## config.mk

```make
export PLATFORM = sky130hd
export DESIGN_NAME = ring_queue_pair_pointer_engine
export DESIGN_NICKNAME = d
export VERILOG_FILES = /design/src/sv/rqp_pkg.sv /design/src/sv/rqp_ctrl.sv /design/src/sv/rqp_datapath.sv /design/src/sv/ring_queue_pair_pointer_engine.sv
export SDC_FILE = /design/constraint.sdc
export NUM_CORES = 2
export LEC_CHECK = 0
export ABC_AREA = 0
export BUFFER_PORTS_ARGS = -buffer_cell sky130_fd_sc_hd__buf_2
export CORE_MARGIN = 1
export CORE_UTILIZATION = 67
export CTS_CLUSTER_SIZE = 25
export DETAILED_ROUTE_END_ITERATION = 7
export MAX_ROUTING_LAYER = met4
export PLACE_DENSITY = 0.86
export REMOVE_ABC_BUFFERS = 1
export SETUP_SLACK_MARGIN = 0.1
export SYNTH_ARGS = -nofsm -noshare
export SYNTH_HDL_FRONTEND = slang
export SYNTH_SLANG_ARGS = --single-unit
```

## constraint.sdc

```tcl
create_clock -name clk -period 14.3 [get_ports clk]
set_clock_uncertainty 0.2 [all_clocks]
set_input_delay 0.715 -clock clk [delete_from_list [all_inputs] [get_ports clk]]
set_output_delay 0.715 -clock clk [all_outputs]
set_load 0.05 [all_outputs]
```

## src/sv/rqp_pkg.sv

```systemverilog
// Shared types and constants of the ring queue pair pointer engine.
// No dependencies; every other file of the block imports this package.
package rqp_pkg;

  localparam int MIN_RING_LOG2 = 12;
  localparam int LOG2_W        = 5;
  localparam int CFG_INDEX_W   = 1;
  localparam int CFG_DATA_W    = 5;

  // Configuration register indexes
  localparam logic [CFG_INDEX_W-1:0] REG_SEND_RING_LOG2 = 1'd0;
  localparam logic [CFG_INDEX_W-1:0] REG_RECV_RING_LOG2 = 1'd1;

  typedef enum logic [2:0] {
    OP_SEND_BEGIN  = 3'd0,
    OP_SEND_APPEND = 3'd1,
    OP_SEND_SKIP   = 3'd2,
    OP_SEND_COMMIT = 3'd3,
    OP_RECV_BEGIN  = 3'd4,
    OP_RECV_TAKE   = 3'd5,
    OP_RECV_COMMIT = 3'd6
  } opcode_t;

  typedef enum logic [1:0] {
    ST_OK                 = 2'd0,
    ST_RESOURCE_EXHAUSTED = 2'd1,
    ST_UNAVAILABLE        = 2'd2,
    ST_OUT_OF_RANGE       = 2'd3
  } status_t;

  typedef struct packed {
    logic [2:0]  opcode;
    logic [31:0] byte_count;
    logic [63:0] doorbell_value;
  } cmd_t;

  typedef struct packed {
    status_t     status;
    logic [23:0] first_offset;
    logic [24:0] first_length;
    logic [23:0] second_offset;
    logic [24:0] second_length;
    logic [24:0] window_bytes;
    logic        doorbell_write_valid;
    logic [63:0] doorbell_write_value;
  } rsp_t;

  // Commands from the controller to the datapath
  typedef struct packed {
    logic load;
    logic diff_en;
    logic step_en;
  } ctrl_t;

endpackage

```

## src/sv/rqp_ctrl.sv

```systemverilog
// Controller of the ring queue pair pointer engine: sequences each command
// through capture, counter difference and window update. Uses rqp_pkg.
module rqp_ctrl (
  input  logic          clk,
  input  logic          rst,
  input  logic          start,
  output logic          busy,
  output logic          done,
  output rqp_pkg::ctrl_t ctrl
);
  import rqp_pkg::*;

  typedef enum logic [2:0] {
    S_IDLE = 3'b001,
    S_DIFF = 3'b010,
    S_STEP = 3'b100
  } state_t;

  state_t state;
  state_t state_next;

  always_comb begin
    state_next = state;
    unique case (state)
      S_IDLE: begin
        if (start) state_next = S_DIFF;
      end
      S_DIFF: state_next = S_STEP;
      S_STEP: state_next = S_IDLE;
      default: state_next = S_IDLE;
    endcase
  end

  always_ff @(posedge clk) begin
    if (rst) begin
      state <= S_IDLE;
      done  <= 1'b0;
    end else begin
      state <= state_next;
      done  <= (state == S_STEP);
    end
  end

  assign busy         = (state != S_IDLE);
  assign ctrl.load    = (state == S_IDLE) && start;
  assign ctrl.diff_en = (state == S_DIFF);
  assign ctrl.step_en = (state == S_STEP);

endmodule

```

## src/sv/rqp_datapath.sv

```systemverilog
// Datapath of the ring queue pair pointer engine: ring size registers,
// byte counters, open send/receive windows and the result register. Uses rqp_pkg.
module rqp_datapath #(
  parameter int MAX_RING_LOG2 = 24
) (
  input  logic                                  clk,
  input  logic                                  rst,
  input  rqp_pkg::ctrl_t                        ctrl,
  input  rqp_pkg::cmd_t                         command,
  input  logic                                  cfg_we,
  input  logic [rqp_pkg::CFG_INDEX_W-1:0]       cfg_index,
  input  logic [rqp_pkg::CFG_DATA_W-1:0]        cfg_data,
  output rqp_pkg::rsp_t                         result
);
  import rqp_pkg::*;

  localparam int LW = MAX_RING_LOG2 + 1;  // lengths, up to a full ring
  localparam int OW = MAX_RING_LOG2;      // ring offsets

  // configuration and architectural state
  logic [LOG2_W-1:0] send_lg;
  logic [LOG2_W-1:0] recv_lg;
  logic [63:0]       produced;
  logic [63:0]       consumed;
  logic [OW-1:0]     s_off;
  logic [LW-1:0]     s_len;
  logic [LW-1:0]     s_wrap;
  logic [LW-1:0]     s_pend;
  logic [OW-1:0]     r_off;
  logic [LW-1:0]     r_len;
  logic [LW-1:0]     r_wrap;
  logic [LW-1:0]     r_taken;

  logic [63:0]       produced_next;
  logic [63:0]       consumed_next;
  logic [OW-1:0]     s_off_next;
  logic [LW-1:0]     s_len_next;
  logic [LW-1:0]     s_wrap_next;
  logic [LW-1:0]     s_pend_next;
  logic [OW-1:0]     r_off_next;
  logic [LW-1:0]     r_len_next;
  logic [LW-1:0]     r_wrap_next;
  logic [LW-1:0]     r_taken_next;

  // command word and counter difference
  cmd_t              cmd_q;
  logic [63:0]       diff;
  rsp_t              rsp_next;

  // ring geometry
  logic [5:0]        s_lg_eff;
  logic [5:0]        r_lg_eff;
  logic [LW-1:0]     ssize;
  logic [LW-1:0]     rsize;
  logic [OW-1:0]     smask;
  logic [OW-1:0]     rmask;

  always_comb begin
    priority if (send_lg < LOG2_W'(MIN_RING_LOG2)) s_lg_eff = 6'(MIN_RING_LOG2);
    else if (6'(send_lg) > 6'(MAX_RING_LOG2))      s_lg_eff = 6'(MAX_RING_LOG2);
    else                                           s_lg_eff = 6'(send_lg);
    priority if (recv_lg < LOG2_W'(MIN_RING_LOG2)) r_lg_eff = 6'(MIN_RING_LOG2);
    else if (6'(recv_lg) > 6'(MAX_RING_LOG2))      r_lg_eff = 6'(MAX_RING_LOG2);
    else                                           r_lg_eff = 6'(recv_lg);
  end

  assign ssize = LW'(1) << s_lg_eff;
  assign rsize = LW'(1) << r_lg_eff;
  assign smask = OW'(ssize - LW'(1));
  assign rmask = OW'(rsize - LW'(1));

  // difference checks
  logic          diff_hi;
  logic [LW-1:0] diff_lo;
  logic          over_s;
  logic          over_r;
  logic [63:0]   n64;

  assign diff_hi = |diff[63:LW];
  assign diff_lo = diff[LW-1:0];
  assign over_s  = diff_hi || (diff_lo > ssize);
  assign over_r  = diff_hi || (diff_lo > rsize);
  assign n64     = 64'(cmd_q.byte_count);

  // send_begin window
  logic [LW-1:0] sb_free;
  logic [OW-1:0] sb_off;
  logic [LW-1:0] sb_room;
  logic [LW-1:0] sb_first;

  assign sb_free  = ssize - diff_lo;
  assign sb_off   = produced[OW-1:0] & smask;
  assign sb_room  = ssize - LW'(sb_off);
  assign sb_first = (sb_free > sb_room) ? sb_room : sb_free;

  // recv_begin window
  logic [OW-1:0] rb_start;
  logic [LW-1:0] rb_room;
  logic [LW-1:0] rb_first;

  assign rb_start = consumed[OW-1:0] & rmask;
  assign rb_room  = rsize - LW'(rb_start);
  assign rb_first = (diff_lo < rb_room) ? diff_lo : rb_room;

  // send append / skip
  logic [LW:0]   s_total;
  logic          s_short;
  logic [LW-1:0] sa_len1;
  logic [LW-1:0] sa_len2;
  logic [OW-1:0] sa_off_adv;

  assign s_total    = (LW+1)'(s_len) + (LW+1)'(s_wrap);
  assign s_short    = 64'(s_total) < n64;
  assign sa_len1    = (n64 < 64'(s_len)) ? LW'(cmd_q.byte_count) : s_len;
  assign sa_len2    = LW'(n64 - 64'(sa_len1));
  assign sa_off_adv = OW'(LW'(s_off) + sa_len1) & smask;

  // recv take
  logic [LW:0]   r_total;
  logic          r_short;
  logic [LW-1:0] rt_t1;
  logic [LW-1:0] rt_t2;
  logic [LW-1:0] rt_rem;
  logic [OW-1:0] rt_off_adv;

  assign r_total    = (LW+1)'(r_len) + (LW+1)'(r_wrap);
  assign r_short    = 64'(r_total) < n64;
  assign rt_t1      = (n64 < 64'(r_len)) ? LW'(cmd_q.byte_count) : r_len;
  assign rt_t2      = LW'(n64 - 64'(rt_t1));
  assign rt_rem     = r_len - rt_t1;
  assign rt_off_adv = OW'(LW'(r_off) + rt_t1) & rmask;

  always_comb begin
    produced_next = produced;
    consumed_next = consumed;
    s_off_next    = s_off;
    s_len_next    = s_len;
    s_wrap_next   = s_wrap;
    s_pend_next   = s_pend;
    r_off_next    = r_off;
    r_len_next    = r_len;
    r_wrap_next   = r_wrap;
    r_taken_next  = r_taken;
    rsp_next      = '0;
    unique case (cmd_q.opcode)
      OP_SEND_BEGIN: begin
        s_off_next  = '0;
        s_len_next  = '0;
        s_wrap_next = '0;
        s_pend_next = '0;
        if (over_s) begin
          rsp_next.status = ST_OUT_OF_RANGE;
        end else begin
          s_off_next             = sb_off;
          s_len_next             = sb_first;
          s_wrap_next            = sb_free - sb_first;
          rsp_next.first_offset  = 24'(sb_off);
          rsp_next.first_length  = 25'(sb_first);
          rsp_next.second_length = 25'(sb_free - sb_first);
          rsp_next.window_bytes  = 25'(sb_free);
        end
      end
      OP_SEND_APPEND, OP_SEND_SKIP: begin
        if (s_short) begin
          rsp_next.status = ST_RESOURCE_EXHAUSTED;
        end else begin
          // spill into the wrap part restarts near ring offset zero
          if (sa_len2 != '0) begin
            s_off_next  = OW'(sa_len2) & smask;
            s_len_next  = s_wrap - sa_len2;
            s_wrap_next = '0;
          end else begin
            s_off_next = sa_off_adv;
            s_len_next = s_len - sa_len1;
          end
          s_pend_next = s_pend + LW'(cmd_q.byte_count);
          if (cmd_q.opcode == OP_SEND_APPEND) begin
            rsp_next.first_offset  = (sa_len1 != '0) ? 24'(s_off) : '0;
            rsp_next.first_length  = 25'(sa_len1);
            rsp_next.second_length = 25'(sa_len2);
          end
        end
      end
      OP_SEND_COMMIT: begin
        produced_next                 = produced + 64'(s_pend);
        s_off_next                    = '0;
        s_len_next                    = '0;
        s_wrap_next                   = '0;
        s_pend_next                   = '0;
        rsp_next.doorbell_write_valid = 1'b1;
        rsp_next.doorbell_write_value = produced + 64'(s_pend);
      end
      OP_RECV_BEGIN: begin
        priority if (diff == '0) begin
          rsp_next.status = ST_UNAVAILABLE;
        end else if (over_r) begin
          rsp_next.status = ST_OUT_OF_RANGE;
        end else begin
          r_off_next             = rb_start;
          r_len_next             = rb_first;
          r_wrap_next            = diff_lo - rb_first;
          r_taken_next           = '0;
          rsp_next.first_offset  = 24'(rb_start);
          rsp_next.first_length  = 25'(rb_first);
          rsp_next.second_length = 25'(diff_lo - rb_first);
          rsp_next.window_bytes  = 25'(diff_lo);
        end
      end
      OP_RECV_TAKE: begin
        if (r_short) begin
          rsp_next.status = ST_UNAVAILABLE;
        end else begin
          // an exhausted first part hands over to the wrap part at offset zero
          if (rt_rem == '0) begin
            r_off_next  = OW'(rt_t2) & rmask;
            r_len_next  = r_wrap - rt_t2;
            r_wrap_next = '0;
          end else begin
            r_off_next = rt_off_adv;
            r_len_next = rt_rem;
          end
          r_taken_next           = r_taken + LW'(cmd_q.byte_count);
          rsp_next.first_offset  = (rt_t1 != '0) ? 24'(r_off) : '0;
          rsp_next.first_length  = 25'(rt_t1);
          rsp_next.second_length = 25'(rt_t2);
        end
      end
      OP_RECV_COMMIT: begin
        consumed_next                 = consumed + 64'(r_taken);
        r_off_next                    = '0;
        r_len_next                    = '0;
        r_wrap_next                   = '0;
        r_taken_next                  = '0;
        rsp_next.doorbell_write_valid = 1'b1;
        rsp_next.doorbell_write_value = consumed + 64'(r_taken);
      end
      default: begin
      end
    endcase
  end

  always_ff @(posedge clk) begin
    if (rst) begin
      send_lg  <= LOG2_W'(MIN_RING_LOG2);
      recv_lg  <= LOG2_W'(MIN_RING_LOG2);
      produced <= '0;
      consumed <= '0;
      s_off    <= '0;
      s_len    <= '0;
      s_wrap   <= '0;
      s_pend   <= '0;
      r_off    <= '0;
      r_len    <= '0;
      r_wrap   <= '0;
      r_taken  <= '0;
    end else if (cfg_we) begin
      // a new ring size drops that ring's open batch
      if (cfg_index == REG_SEND_RING_LOG2) begin
        send_lg <= cfg_data;
        s_off   <= '0;
        s_len   <= '0;
        s_wrap  <= '0;
        s_pend  <= '0;
      end
      if (cfg_index == REG_RECV_RING_LOG2) begin
        recv_lg <= cfg_data;
        r_off   <= '0;
        r_len   <= '0;
        r_wrap  <= '0;
        r_taken <= '0;
      end
    end else if (ctrl.step_en) begin
      produced <= produced_next;
      consumed <= consumed_next;
      s_off    <= s_off_next;
      s_len    <= s_len_next;
      s_wrap   <= s_wrap_next;
      s_pend   <= s_pend_next;
      r_off    <= r_off_next;
      r_len    <= r_len_next;
      r_wrap   <= r_wrap_next;
      r_taken  <= r_taken_next;
    end
  end

  always_ff @(posedge clk) begin
    if (ctrl.load) begin
      cmd_q <= command;
    end
    if (ctrl.diff_en) begin
      if (cmd_q.opcode == OP_RECV_BEGIN) begin
        diff <= cmd_q.doorbell_value - consumed;
      end else begin
        diff <= produced - cmd_q.doorbell_value;
      end
    end
    if (ctrl.step_en) begin
      result <= rsp_next;
    end
  end

endmodule

```

## src/sv/ring_queue_pair_pointer_engine.sv

```systemverilog
// Top level of the ring queue pair pointer engine: controller plus datapath.
// Depends on rqp_pkg, rqp_ctrl and rqp_datapath.
//
//  channel  | handshake            | payload
//  ---------+----------------------+------------------------------------------
//  command  | start, busy          | command (cmd_t: opcode, byte_count, bell)
//  result   | done (one cycle)     | result (rsp_t: status, regions, doorbell)
//  config   | cfg_we               | cfg_index, cfg_data
//
// A command passes from acceptance to its done strobe through capture, the
// 64-bit counter difference, then the window update; one command is in
// flight at a time, so no new word is taken while busy is high.
// Reset is synchronous: ring sizes return to 4 KiB, counters and windows clear.
// The receiver cannot stall; the result word is valid only while done is high.
module ring_queue_pair_pointer_engine #(
  parameter int MAX_RING_LOG2 = 24
) (
  input  logic                            clk,
  input  logic                            rst,
  input  logic                            start,
  output logic                            busy,
  input  rqp_pkg::cmd_t                   command,
  output logic                            done,
  output rqp_pkg::rsp_t                   result,
  input  logic                            cfg_we,
  input  logic [rqp_pkg::CFG_INDEX_W-1:0] cfg_index,
  input  logic [rqp_pkg::CFG_DATA_W-1:0]  cfg_data
);
  import rqp_pkg::*;

  ctrl_t ctrl;

  rqp_ctrl u_ctrl (
    .clk   (clk),
    .rst   (rst),
    .start (start),
    .busy  (busy),
    .done  (done),
    .ctrl  (ctrl)
  );

  rqp_datapath #(
    .MAX_RING_LOG2 (MAX_RING_LOG2)
  ) u_datapath (
    .clk       (clk),
    .rst       (rst),
    .ctrl      (ctrl),
    .command   (command),
    .cfg_we    (cfg_we),
    .cfg_index (cfg_index),
    .cfg_data  (cfg_data),
    .result    (result)
  );

  a_done_latency : assert property (@(posedge clk) disable iff (rst)
    (start && !busy) |-> ##3 done)
    else $error("result strobe did not follow an accepted command");

  a_done_idle : assert property (@(posedge clk) disable iff (rst)
    done |-> !busy)
    else $error("result strobe while a command is still in work");

  a_done_has_cmd : assert property (@(posedge clk) disable iff (rst)
    done |-> $past(busy))
    else $error("result strobe without a command in work");

endmodule
```

# After elaboration in Yosys (flattened, before gate mapping)
# Cells that the tools add are included.
# word_totals
regBits	669
input_bits	109
output_inout_bits	192
elab_cells	201
# classes
add_sub_neg	23
order_cmp	12
eq_ne	19
shift	2
mux	87
n_bitwise	8
n_reduce_logical	25
# op_table
cell	n
two-way mux 25 bit	39
one-hot mux 25 bit (3 select lines)	5
two-way mux 24 bit	15
two-way mux 49 bit	6
subtractor 25 bit	9
one-hot mux 51 bit (4 select lines)	1
two-way mux 50 bit	3
AND 24 bit	6
one-hot mux 24 bit (3 select lines)	2
one-hot mux 65 bit (2 select lines)	1
adder 64 x 25 -> 64 bit	2
subtractor 64 bit	2
one-hot mux 25 bit (2 select lines)	2
one-hot mux 25 bit (4 select lines)	1
> comparator 25 bit	3
nonzero test 25 bit	3
logical NOT 64 bit	1
< comparator 26 x 32 -> 1 bit	2
< comparator 32 x 25 -> 1 bit	2
two-way mux 64 bit	1
adder 25 x 25 -> 26 bit	2
adder 25 bit	2
subtractor 25 x 24 -> 25 bit	2
adder 24 bit	2
other kinds (36)	62

# Longest topological paths before layout
# depth
word_depth	15
mapped_depth	39
mapped_depth_nobuf	35

# Hierarchy
# From an unflattened synthesis, not the netlist that was laid out.
# unflattened
cells_unflattened	7617
hier_area_um2	62434.9
# modules_own_cells
module	n_inst	cells_per_inst	area_per_inst_um2	seq_area_each_um2
rqp_datapath	1	7597	62261.0	16605.9
rqp_ctrl	1	20	173.9	80.1

# Worst setup path before layout
# No wires, ideal clock.
# synth_path
path_kind	register to register
from	register u_datapath.send_lg[4]
to	register, netlist name u_datapath.result[114]
setup_ps	261
arrival_time_ps	8073
t_required_ps	13839
slack_ps	5766
path_stages_with_launch	36
path_buffers	4
synth_period_minus_slack_ps	8534
cell_sequence	dfxtp_1 -> clkbuf_1 -> clkbuf_1 -> nand2_1 -> ha_1 -> and3_1 -> a221oi_2 -> a21oi_1 -> o221ai_1 -> or4b_1 -> a21o_1 -> a21oi_1 -> xor2_1 -> ha_1 -> a21o_1 -> a21oi_1 -> o21ai_0 -> o21ai_1 -> buf_1 -> clkbuf_1 -> nand2_1 -> o21ai_0 -> inv_1 -> ha_1 -> nor2b_1 -> o31a_1 -> o41ai_1 -> a21boi_1 -> and4_1 -> or4_1 -> a21oi_1 -> o2111ai_1 -> a21o_1 -> a21oi_1 -> xnor2_1 -> a221o_1
# synth_rtl
item	line	text
start, declared	rqp_datapath.sv:21	logic [LOG2_W-1:0] send_lg;
start signal, assigned	rqp_datapath.sv:244	send_lg <= LOG2_W'(MIN_RING_LOG2);
start signal, assigned	rqp_datapath.sv:259	send_lg <= cfg_data;

==> impl_metrics.py <==
metrics = {
    "floorplanning": {
        "die_y_um": 307.2,
        "die_w_um": 307.2,
        "start_util_pct": 67.89,
        "fp-row-count": 111,
        "ios": 301,
        "core-area_um2": 91940,
        "die_area_um2": 94390,
    },
    "power": {
        "p_switching_w": 0.002036,
        "p_seq_share_pct": 35.9,
        "clkPwrFrac_pct": 36.6,
        "combPwrFrac_pct": 27.5,
        "leakage_nw": 28.86,
        "powerDensity_nw_per_um2": 84.92,
        "ir_drop_uv": 106.8,
        "switching_share_pct": 34.96,
        "p_int_w": 0.003788,
    },
    "synthesis": {
        "ys_seq_elements": 669,
        "netlist_area_um2": 62420,
        "ys_types": 112,
        "synth_top_area_cell": "edfxtp_1",
        "yosysWarnings": 0,
        "synthTopCellsByArea": "edfxtp_1 16%, ha_1 14%, dfxtp_1 11%, a21oi_1 6.0%, xnor2_1 5.9%",
        "synth_edf_count": 329,
        "async_flop_share_pct": 0,
        "syn_inst": 7671,
        "syn_avg_cell_area_um2": 8.137,
        "synth_top_area_share_pct": 15.83,
        "ys.flop_type": "dfxtp_1",
        "yosysMostFrequentCell": "a21oi_1",
        "synthTopCellsByCount": "754 x a21oi_1, 723 x ha_1, 647 x nand2_1",
        "seq_area_frac_synth_pct": 26.73,
    },
    "setup_path": {
        "end_kind": "register",
        "arrival_ps": 11670,
        "max_stage_delay_ps": 1160,
        "cp_slowest_cell": "o31ai_1",
        "startpoint": "u_datapath.send_lg[4]",
        "crit_path_frequent_cell": "a21oi_1",
        "r2r-start": "u_datapath.send_lg[4]",
        "critPathKind": "register to register",
        "crit_fanout": 39,
        "rr_worst_depth": 33,
        "start_kind": "register",
        "required_ps": 14530,
    },
    "detailed_routing": {
        "route.detailed.drc": 18,
        "via_per_inst": 7.250,
        "drt_iter0_drc": 10560,
        "dr.pass1.iters": 8,
        "routed_wl_um": 272000,
        "drtAntennaViolNets": 0,
        "num_vias": 67310,
        "wl_per_cell_um": 29.29,
    },
    "cts": {
        "clk_latency_ps": 700,
        "clock_sinks": 669,
        "cts_tree": "yes",
        "clock_path_buffers": 3,
        "cts_resized": 0,
        "htreeDepth": 3,
        "post_cts_buffers": 0,
        "cts_buffers": 78,
        "holdBufCountCts": 46,
        "path_clk_slew_ps": 70,
        "ctsRootBufferMaster": "clkbuf_16",
    },
    "cells_and_area": {
        "stdcell_count": 9284,
        "nets": 8806,
        "multi_input_area_um2": 43030,
        "nFillCells": 6771,
        "area_delta_synth_final_pct": 9.860,
        "final-seq-area_um2": 16690,
        "layout-drive-gt1-share_pct": 8.418,
    },
    "global_route": {
        "grtUsageTotal_pct": 57.44,
        "grt_pass1_vias": 64190,
        "overflow": 0,
        "antenna_found_initial": 19,
        "grt_pass1_wl_um": 395300,
        "grt_max_degree": 94,
    },
    "timing": {
        "relSlewSlack_pct": 2.277,
        "tns_ps": 0,
        "rsz0062_at_grt": "no",
        "finalSetupViolCount": 0,
        "finalMaxSlewViolations": 0,
        "hold_violations": 0,
        "worstMarginPinSlew_ps": 1453,
        "fmax_mhz": 87.41,
        "finalCritPeriodShare_pct": 80.00,
        "min_period_ps": 11440,
    },
    "placement": {
        "io_buffers": 276,
        "gp_congestion": 1.151,
        "post-place-cells": 9069,
        "hpwl_um": 200500,
    },
    "status": {
        "violations": "design-rule violations",
        "status": "finished with violations",
    },
    "job": {
        "max_cap_viol_count": 0,
    },
    "min_path": {
        "min_from": "command[34]",
        "hold_path_depth": 1,
        "hold_path_class": "input pin to register",
    },
}
## layer usage
layer | global-route usage [%] | routed length (um) | vias up
met3 | 20.39 | 44030 | 1867
met2 | 80.87 | 108500 | 5995
met4 | 48.24 | 29030 | 0
met5 | - | 0 | -
li1 | - | - | 28740
met1 | 64.97 | 90360 | 30710
## state kept, by name, indices dropped and copies added (netlist names)
register,cells
u_datapath.consumed,64
u_ctrl.state,3
u_datapath.cmd_q,99
u_datapath.s_wrap,25
u_datapath.diff,64
u_ctrl.done,1
u_datapath.produced,64
u_datapath.s_len,25
u_datapath.result,166
u_datapath.r_len,25
u_datapath.r_wrap,25
u_datapath.r_taken,25
u_datapath.s_off,24
u_datapath.s_pend,25
u_datapath.send_lg,5
u_datapath.r_off,24
u_datapath.recv_lg,5
## power by group through the flow
| stage | Sequential (W) | Combinational [W] | Clock (W) |
|---|---|---|---|
| finish | 0.00209 | 0.00160 | 0.00213 |
| global route | 0.00209 | 0.00166 | 0.00217 |
| CTS | 0.00208 | 0.00150 | 0.00209 |
| detailed placement | 0.00213 | 0.00147 | 0 |
| global placement | 0.00212 | 0.00144 | 0 |
| floorplan | 0.00212 | 0.000967 | 0 |
## area by class of cell
type	instances	share of cell area [%]
antenna	22	0.08028
timing repair buffer	455	4.167
inverter	479	2.629
clock inverter	40	0.7463
sequential	669	24.33
multi-input combinational	6272	62.74
tap	1243	2.268
clock buffer	104	3.032
## layout by cell type (no fill, tap or decap), types with 277 or more instances in the layout
master,count
a21oi_1,753
buf_2,277
dfxtp_1,340
edfxtp_1,329
ha_1,723
inv_1,475
nand2_1,645
nor2_1,584
o21ai_0,420
xnor2_1,421
## logic make-up (layout without fill, tap and decap cells)
family	after synthesis	in the layout	share of synthesized area [%]
multiplexers	85	85	1.407
XOR/XNOR	612	612	8.587
adder cells (fa/ha/maj)	742	742	15.10
other	2	77	0.01203
buffers and inverters	783	1078	4.915
flip-flops	669	669	26.73
AO/OA/AOI/OAI	2408	2408	24.89
AND/OR/NAND/NOR	2370	2370	18.35
## final timing paths
check	slack [ps]	end
worst max register to register	2860	u_datapath.result[114]
worst min register to register	280	u_datapath.r_wrap[11]
worst min-delay path	4	u_datapath.cmd_q[34]
worst max-delay path	2860	u_datapath.result[114]
## worst max-delay path, delay by kind of cell, from the launching register on
family,cells,cell delay [ps]
compound gates,18,5910
xor+xnor,2,500
fa+ha+maj,4,1200
buf+inv,3,1120
flops,1,850
simple gates,6,1350
## metrics by stage
step	cell area, um2	utilization, %	power [W]	hold slack [ps]	worst slack (ps)
after floorplan	61350	-	0.003090	243.1	2209
after global placement	65430	71.17	0.003568	261.7	3047
after CTS	68490	74.50	0.005671	0.1796	3511
final	68570	74.59	0.005824	3.775	2860
after global routing	68560	74.57	0.005917	13.80	2910
after detailed placement	65440	71.18	0.003597	272.1	3562
No activity file was read; power rests on OpenSTA's default activity.
